### config.mk
export PLATFORM = sky130hd
export DESIGN_NAME = la_chan
export DESIGN_NICKNAME = d
export VERILOG_FILES = /design/src/hdl/la_pkg.sv /design/src/hdl/la_front.sv /design/src/hdl/la_div.sv /design/src/hdl/la_chan.sv
export SDC_FILE = /design/constraint.sdc
export NUM_CORES = 2
export LEC_CHECK = 0
export BUFFER_PORTS_ARGS = -buffer_cell sky130_fd_sc_hd__buf_2
export CORE_AREA = 2 2 516 415
export CTS_CLUSTER_SIZE = 16
export DETAILED_ROUTE_END_ITERATION = 8
export DIE_AREA = 0 0 518 417
export PLACE_DENSITY = 0.63
export SLEW_MARGIN = 20
export SYNTH_ARGS = -nofsm -noshare
export SYNTH_HDL_FRONTEND = slang
export SYNTH_SLANG_ARGS = --single-unit
### constraint.sdc
create_clock -name clk -period 10.8 [get_ports clk]
set_input_delay 2.16 -clock clk [delete_from_list [all_inputs] [get_ports clk]]
set_output_delay 2.16 -clock clk [all_outputs]
set_load 0.05 [all_outputs]
### src/hdl/la_pkg.sv
// la_pkg: shared widths, register codes, pipeline depths and types for levels_adjust
// no dependencies; used by every module of the block by scoped names

package la_pkg;

  // channel sample width and saturation limits
  localparam int DATA_W      = 16;
  localparam int CHANNEL_MAX = 32768;
  localparam int MAX_8BIT    = 255;

  // configuration port
  localparam int CFG_AW = 3;
  localparam int CFG_W  = 16;

  typedef enum logic [CFG_AW-1:0] {
    REG_DEPTH_MODE = 3'd0,
    REG_IN_LOW     = 3'd1,
    REG_IN_MIDDLE  = 3'd2,
    REG_IN_HIGH    = 3'd3,
    REG_OUT_LOW    = 3'd4,
    REG_OUT_HIGH   = 3'd5
  } la_reg_t;

  localparam logic [DATA_W-1:0] RST_IN_LOW    = 16'd0;
  localparam logic [DATA_W-1:0] RST_IN_MIDDLE = 16'd128;
  localparam logic [DATA_W-1:0] RST_IN_HIGH   = 16'd255;
  localparam logic [DATA_W-1:0] RST_OUT_LOW   = 16'd0;
  localparam logic [DATA_W-1:0] RST_OUT_HIGH  = 16'd255;

  // divider: dividend/quotient width, quotient bits per stage
  localparam int QW         = 34;
  localparam int DIV_BPS    = 2;
  localparam int DIV_STAGES = QW / DIV_BPS;
  localparam int DV_W       = DATA_W + 1;   // divisor is twice the segment width
  localparam int REM_W      = DV_W;

  // pipeline depth
  localparam int FRONT_STAGES = 4;
  localparam int BACK_STAGES  = 2;
  localparam int N_STAGES     = FRONT_STAGES + DIV_STAGES + BACK_STAGES;

  // values derived from the configuration registers, static while items flow
  typedef struct packed {
    logic [DATA_W-1:0]        chmax;
    logic [DATA_W-1:0]        in_low;
    logic [DATA_W-1:0]        in_mid;
    logic [DATA_W-1:0]        in_high;
    logic signed [DATA_W:0]   fac_lo;   // mid
    logic signed [DATA_W:0]   fac_hi;   // span - mid
    logic                     neg_lo;   // lower segment width negative
    logic                     neg_hi;
    logic [DATA_W-1:0]        dabs_lo;  // magnitude of lower segment width
    logic [DATA_W-1:0]        dabs_hi;
    logic signed [DATA_W+1:0] off_lo;   // out_low
    logic signed [DATA_W+1:0] off_hi;   // out_low + mid
  } la_cfg_t;

  // side bits that travel with a sample through the divider
  typedef struct packed {
    logic upper;  // upper segment
    logic flat;   // zero-width segment
    logic neg;    // rounded numerator negative
  } la_side_t;

endpackage

### src/hdl/la_front.sv
// la_front: clamp, segment select, multiply and numerator forming for one channel
// depends on la_pkg; four register stages advanced by per-stage enables

module la_front (
  input  logic                                clk,
  input  logic [la_pkg::FRONT_STAGES-1:0]     en,
  input  la_pkg::la_cfg_t                     cfg,
  input  logic [la_pkg::DATA_W-1:0]           sample,
  output logic [la_pkg::QW-1:0]               mag,
  output la_pkg::la_side_t                    side
);

  logic [la_pkg::DATA_W-1:0]        s_lim;
  logic [la_pkg::DATA_W-1:0]        n_nxt, n_r;
  logic                             up2_nxt, up2_r, up3_r;
  logic signed [la_pkg::DATA_W+1:0] a_nxt, a_r;
  logic signed [la_pkg::DATA_W:0]   fac;
  logic signed [34:0]               p_nxt, p_r;
  logic                             negd;
  logic [la_pkg::DATA_W-1:0]        dabs;
  logic signed [34:0]               pn;
  logic signed [36:0]               num2;
  logic [la_pkg::QW-1:0]            mag_nxt, mag_r;
  la_pkg::la_side_t                 side_nxt, side_r;

  // stage 1: limit to channel maximum, clamp to input range
  always_comb begin
    s_lim = (sample > cfg.chmax) ? cfg.chmax : sample;
    if (s_lim < cfg.in_low) begin
      n_nxt = cfg.in_low;
    end else if (s_lim > cfg.in_high) begin
      n_nxt = cfg.in_high;
    end else begin
      n_nxt = s_lim;
    end
  end

  // stage 2: pick segment, distance from its start
  always_comb begin
    up2_nxt = !(n_r < cfg.in_mid);
    if (up2_nxt) begin
      a_nxt = 18'(n_r) - 18'(cfg.in_mid);
    end else begin
      a_nxt = 18'(n_r) - 18'(cfg.in_low);
    end
  end

  // stage 3: scale by segment output height
  always_comb begin
    fac   = up2_r ? cfg.fac_hi : cfg.fac_lo;
    p_nxt = a_r * fac;
  end

  // stage 4: normalise sign of the width, form 2*num + den and its magnitude
  always_comb begin
    negd     = up3_r ? cfg.neg_hi : cfg.neg_lo;
    dabs     = up3_r ? cfg.dabs_hi : cfg.dabs_lo;
    pn       = negd ? -p_r : p_r;
    num2     = $signed({pn[34], pn, 1'b0}) + $signed({21'b0, dabs});
    mag_nxt  = num2[36] ? la_pkg::QW'(-num2) : la_pkg::QW'(num2);
    side_nxt.upper = up3_r;
    side_nxt.flat  = (dabs == '0);
    side_nxt.neg   = num2[36];
  end

  always_ff @(posedge clk) begin
    if (en[0]) begin
      n_r <= n_nxt;
    end
    if (en[1]) begin
      up2_r <= up2_nxt;
      a_r   <= a_nxt;
    end
    if (en[2]) begin
      up3_r <= up2_r;
      p_r   <= p_nxt;
    end
    if (en[3]) begin
      mag_r  <= mag_nxt;
      side_r <= side_nxt;
    end
  end

  assign mag  = mag_r;
  assign side = side_r;

endmodule

### src/hdl/la_div.sv
// la_div: pipelined restoring divider, a fixed number of quotient bits per stage
// depends on la_pkg; divisor is taken from the static configuration by segment

module la_div (
  input  logic                              clk,
  input  logic [la_pkg::DIV_STAGES-1:0]     en,
  input  la_pkg::la_cfg_t                   cfg,
  input  logic [la_pkg::QW-1:0]             dividend,
  input  la_pkg::la_side_t                  side_in,
  output logic [la_pkg::QW-1:0]             quot,
  output logic                              rem_nz,
  output la_pkg::la_side_t                  side_out
);

  logic [la_pkg::QW-1:0]    x_r    [la_pkg::DIV_STAGES];
  logic [la_pkg::REM_W-1:0] rem_r  [la_pkg::DIV_STAGES];
  la_pkg::la_side_t         side_r [la_pkg::DIV_STAGES];

  for (genvar g = 0; g < la_pkg::DIV_STAGES; g++) begin : g_stage
    logic [la_pkg::QW-1:0]    x_src;
    logic [la_pkg::REM_W-1:0] rem_src;
    la_pkg::la_side_t         side_src;
    logic [la_pkg::DV_W-1:0]  dv;
    logic [la_pkg::QW-1:0]    x_nxt;
    logic [la_pkg::REM_W-1:0] rem_nxt;

    if (g == 0) begin : g_first
      assign x_src    = dividend;
      assign rem_src  = '0;
      assign side_src = side_in;
    end else begin : g_next
      assign x_src    = x_r[g-1];
      assign rem_src  = rem_r[g-1];
      assign side_src = side_r[g-1];
    end

    assign dv = side_src.upper ? {cfg.dabs_hi, 1'b0} : {cfg.dabs_lo, 1'b0};

    always_comb begin
      logic [la_pkg::REM_W:0] trial;
      logic                   qb;
      x_nxt   = x_src;
      rem_nxt = rem_src;
      for (int k = 0; k < la_pkg::DIV_BPS; k++) begin
        trial = {rem_nxt, x_nxt[la_pkg::QW-1]};
        if (trial >= {1'b0, dv}) begin
          rem_nxt = la_pkg::REM_W'(trial - {1'b0, dv});
          qb      = 1'b1;
        end else begin
          rem_nxt = trial[la_pkg::REM_W-1:0];
          qb      = 1'b0;
        end
        x_nxt = {x_nxt[la_pkg::QW-2:0], qb};
      end
    end

    always_ff @(posedge clk) begin
      if (en[g]) begin
        x_r[g]    <= x_nxt;
        rem_r[g]  <= rem_nxt;
        side_r[g] <= side_src;
      end
    end
  end

  assign quot     = x_r[la_pkg::DIV_STAGES-1];
  assign rem_nz   = |rem_r[la_pkg::DIV_STAGES-1];
  assign side_out = side_r[la_pkg::DIV_STAGES-1];

endmodule

### src/hdl/la_chan.sv
// la_chan: full mapping pipeline of one colour channel
// depends on la_pkg, la_front and la_div; adds floor correction, offset and saturation

module la_chan (
  input  logic                            clk,
  input  logic [la_pkg::N_STAGES-1:0]     en,
  input  la_pkg::la_cfg_t                 cfg,
  input  logic [la_pkg::DATA_W-1:0]       sample,
  output logic [la_pkg::DATA_W-1:0]       result
);

  localparam int B1 = la_pkg::N_STAGES - 2;
  localparam int B2 = la_pkg::N_STAGES - 1;

  logic [la_pkg::QW-1:0]        mag;
  la_pkg::la_side_t             side_f, side_d;
  logic [la_pkg::QW-1:0]        quot;
  logic                         rem_nz;
  logic [la_pkg::QW:0]          qm;
  logic signed [la_pkg::QW:0]   qs_nxt, qs_r;
  logic                         up_r;
  logic signed [la_pkg::DATA_W+1:0] off;
  logic [la_pkg::QW+1:0]        sum;
  logic [la_pkg::DATA_W-1:0]    res_nxt, res_r;

  la_front u_front (
    .clk    (clk),
    .en     (en[la_pkg::FRONT_STAGES-1:0]),
    .cfg    (cfg),
    .sample (sample),
    .mag    (mag),
    .side   (side_f)
  );

  la_div u_div (
    .clk      (clk),
    .en       (en[la_pkg::FRONT_STAGES +: la_pkg::DIV_STAGES]),
    .cfg      (cfg),
    .dividend (mag),
    .side_in  (side_f),
    .quot     (quot),
    .rem_nz   (rem_nz),
    .side_out (side_d)
  );

  // floor of a negative quotient rounds away from zero when inexact
  always_comb begin
    qm = {1'b0, quot} + (la_pkg::QW+1)'(rem_nz);
    if (side_d.flat) begin
      qs_nxt = '0;
    end else if (side_d.neg) begin
      qs_nxt = -$signed(qm);
    end else begin
      qs_nxt = $signed({1'b0, quot});
    end
  end

  // add segment base and saturate to the channel range
  always_comb begin
    off = up_r ? cfg.off_hi : cfg.off_lo;
    sum = {qs_r[la_pkg::QW], qs_r}
        + {{(la_pkg::QW + 2 - (la_pkg::DATA_W + 2)){off[la_pkg::DATA_W+1]}}, off};
    if (sum[la_pkg::QW+1]) begin
      res_nxt = '0;
    end else if (sum > (la_pkg::QW+2)'(cfg.chmax)) begin
      res_nxt = cfg.chmax;
    end else begin
      res_nxt = sum[la_pkg::DATA_W-1:0];
    end
  end

  always_ff @(posedge clk) begin
    if (en[B1]) begin
      qs_r <= qs_nxt;
      up_r <= side_d.upper;
    end
    if (en[B2]) begin
      res_r <= res_nxt;
    end
  end

  assign result = res_r;

endmodule

==> summary.txt <==
Status
  – Outcome: completed

Detailed routing
  – Detail Route Antenna Nets: 0
  – Per-cell routed wire length: 20.40 µm
  – DR vias: 64900
  – Detailed Route WL: 236200 µm
  – Vias per Instance: 5.607
  – # DRC: 0
  – 1st-iter DRT viols: 5401
  – Pre-antenna DRT Iters: 6

Setup path
  – Startpoint types: input port
  – Worst Path Arrival: 9.69 ns
  – WP depth: 28
  – R2R depth: 27
  – Crit path kind: in2reg
  – CP delay by family, top: compound AO/OA/AOI/OAI gates
  – Max FO, Critical Path: 18
  – Required time worst endpoint: 11.28 ns
  – Worst setup EP type: register
  – Worst Path Buf+Inv: 4
  – CP max stage delay: 0.58 ns
  – CP max-delay cell: buf_2

Timing
  – Final WS setup: 1.595 ns
  – Endpoints failing setup: 0
  – Min cycle time layout: 9.205 ns
  – Max Freq: 108.6 MHz
  – Slew Viols, Final: 0
  – Post-route setup TNS: 0 ns
  – Worst Clk Skew: 0.03045 ns
  – RSZ-0062 raised after global routing: false
  – Tcrit/Tclk final: 85.23%
  – Worst slew pin tran: 1.170 ns
  – Final hold vios: 0
  – Rel. slew slack: 21.97%

Logic synthesis
  – Post-synth cell types: 105
  – Syn Area/Cell: 10.42 µm²
  – Share of the yosys chip area belonging to registers: 36.65%
  – Xor/xnor share of the synthesized area: 5.048%
  – Syn Std Cell Area: 0.08823 mm²
  – Compound-gate portion of the synthesized area: 12.61%
  – Simple-Gate Fraction of Synth Area: 12.07%
  – Synth warn: 0
  – Register bit total from synthesis: 1077
  – Largest family of logic cells by synthesized area: adder cells
  – Asr flop ratio synth: 0%
  – Post-Syn Instances: 8467
  – Synthesized Nets: 9812
  – Post-Synth Adder-Cell Area: 19.00%
  – Predominant post-synthesis flop cell: edfxtp_1
  – Multiplexer area fraction after synthesis: 9.915%
  – EDFF count, synth: 1077

Place
  – HPWL Detailed: 178100 µm
  – Dpl cells: 11350
  – GP Congestion: 0.9314
  – Pre-CTS WS: 1.115 ns
  – Input/output buffers: 223

Final layout
  – Syn-to-layout area delta: 9.630%
  – Nets: 9988
  – Finished Layout Cells: 11580
  – Share of layout cells above drive strength 1: 11.75%

Global route
  – Number of global-route vias before repair: 63030
  – Grt ovf: 0
  – Antenna violations before repair: 10
  – Largest net degree at the start of global routing: 55
  – First-pass GRT wire length: 364500 µm
  – GRT Util Overall: 21.33%

Worst hold path
  – HP Class: reg2reg
  – Worst hold stages: 0

Job
  – Max-cap violations: 0

CTS
  – CTS Buf Count: 118
  – Post-CTS Setup Bufs: 0
  – Max clock buf depth: 3
  – H-tree level count: 3
  – CTS tree: yes
  – Clock Pin Slew Worst Setup and Hold Paths: 0.06 ns
  – Worst skew pair latency: 0.76 ns
  – Clock sinks: 1077
  – Number of gates resized after CTS: 0
  – Post-CTS Hold Fix Bufs: 0
  – CTS Root Buffer Type: clkbuf_16

Floorplanning
  – Row count: 151
  – Chip Height: 417 µm
  – Initial Util: 41.85%
  – Placeable Area: 0.2108 mm²
  – Die X: 518 µm
  – Die Area: 0.2160 mm²
  – Ports: 224
==> flip-flops by register name, summed over array words and instances, names as in the netlist <==
register       cells
u_front.up3_r      1
u_front.up2_r      1
result            16
u_div.x_r        578
qs_r              35
u_div.side_r      51
up_r               1
u_front.p_r       35
u_front.side       3
u_front.mag       34
u_div.rem_r      289
u_front.a_r       17
u_front.n_r       16
==> cell families after synthesis <==
family	Yosys count
multiplexers	823
AO/OA/AOI/OAI	1691
flip-flops	1077
AND/OR/NAND/NOR	2138
XOR/XNOR	506
buffers and inverters	1095
adder cells (fa/ha/maj)	1137
==> Yosys cell counts (24+ instances only) <==
master | instances | share of area (%)
o21ai_0 | 386 | 2.2
xnor2_1 | 346 | 3.4
a21oi_1 | 399 | 2.3
o21a_1 | 76 | 0.65
a21o_1 | 179 | 1.5
nor3_1 | 187 | 1.1
ha_1 | 799 | 11
nor2b_1 | 206 | 1.5
o211ai_1 | 49 | 0.42
nand4_1 | 111 | 0.79
nand3_1 | 108 | 0.61
nor4_1 | 52 | 0.37
mux2_2 | 407 | 5.2
a31oi_1 | 59 | 0.42
or2_2 | 33 | 0.23
mux2i_1 | 415 | 4.7
and2_1 | 92 | 0.65
o21bai_1 | 70 | 0.60
or3_1 | 42 | 0.30
a211oi_1 | 67 | 0.57
fa_1 | 338 | 7.7
nand2b_1 | 66 | 0.47
inv_1 | 832 | 3.5
o31ai_1 | 40 | 0.34
o41ai_1 | 24 | 0.24
nor2_1 | 536 | 2.3
clkbuf_1 | 218 | 0.93
buf_1 | 25 | 0.11
nand2_1 | 534 | 2.3
edfxtp_1 | 1077 | 37
xor2_1 | 157 | 1.6
and3_1 | 58 | 0.41
a21boi_0 | 98 | 0.83
==> cell type report <==
cell class              instances  area, µm²
clock buffers                 124       2975
multi-input cells            6295      51790
well taps                    2830       3541
diodes                          3      7.507
repair buffers                315       1844
clock inverters                96       1096
fillers                     19530     114100
flip-flops and latches       1077      32340
inverters                     836       3138
==> final timing paths <==
check,start,to,slack [ns]
max,cfg[37],u_div.rem_r[0][47]$_DFFE_PP_,1.59
min,u_div.x_r[0][274]$_DFFE_PP_,u_div.x_r[0][310]$_DFFE_PP_,0.41
max reg2reg,u_div.side_r[0][5]$_DFFE_PP_,u_div.rem_r[0][47]$_DFFE_PP_,2.51
min reg2reg,u_div.x_r[0][274]$_DFFE_PP_,u_div.x_r[0][310]$_DFFE_PP_,0.41
==> cell usage in the layout (no fill, tap or decap), types with 17 or more instances in the layout <==
master	n
a211oi_1	66
a21boi_0	98
a21o_1	179
a21oi_1	395
a311oi_1	19
a31oi_1	58
and2_1	92
and3_1	58
buf_2	223
buf_4	89
clkbuf_16	118
clkinv_1	18
clkinv_2	18
edfxtp_1	1077
fa_1	338
ha_1	799
inv_1	832
mux2_2	407
mux2i_1	412
nand2_1	534
nand2b_1	66
nand3_1	108
nand3b_1	19
nand4_1	111
nor2_1	536
nor2b_1	206
nor3_1	187
nor4_1	52
o211ai_1	49
o21a_1	76
o21ai_0	385
o21bai_1	70
o31a_1	17
o31ai_1	40
o41ai_1	24
or2_2	33
or3_1	42
xnor2_1	346
xor2_1	157
==> through the flow <==
stage	instance area [µm²]	hold slack, ns	utilization, %
global placement	92630	0.4014	43.93
CTS	96700	0.3985	45.86
detailed placement	92630	0.4045	43.93
finish	96730	0.4084	45.88
global route	96720	0.4088	45.87
floorplan	88230	0.4003	-
==> per-layer routing <==
layer	share of wire [%]	vias to the layer above	global-route usage, %
li1	-	31010	-
met1	47	31660	30.78
met2	45	1898	33.64
met3	5.8	328	2.827
met4	2.6	6	5.612
met5	0.015	-	0
Power is not shown: default switching activity piles up to over one toggle a cycle in this logic, so the estimate is an artifact.
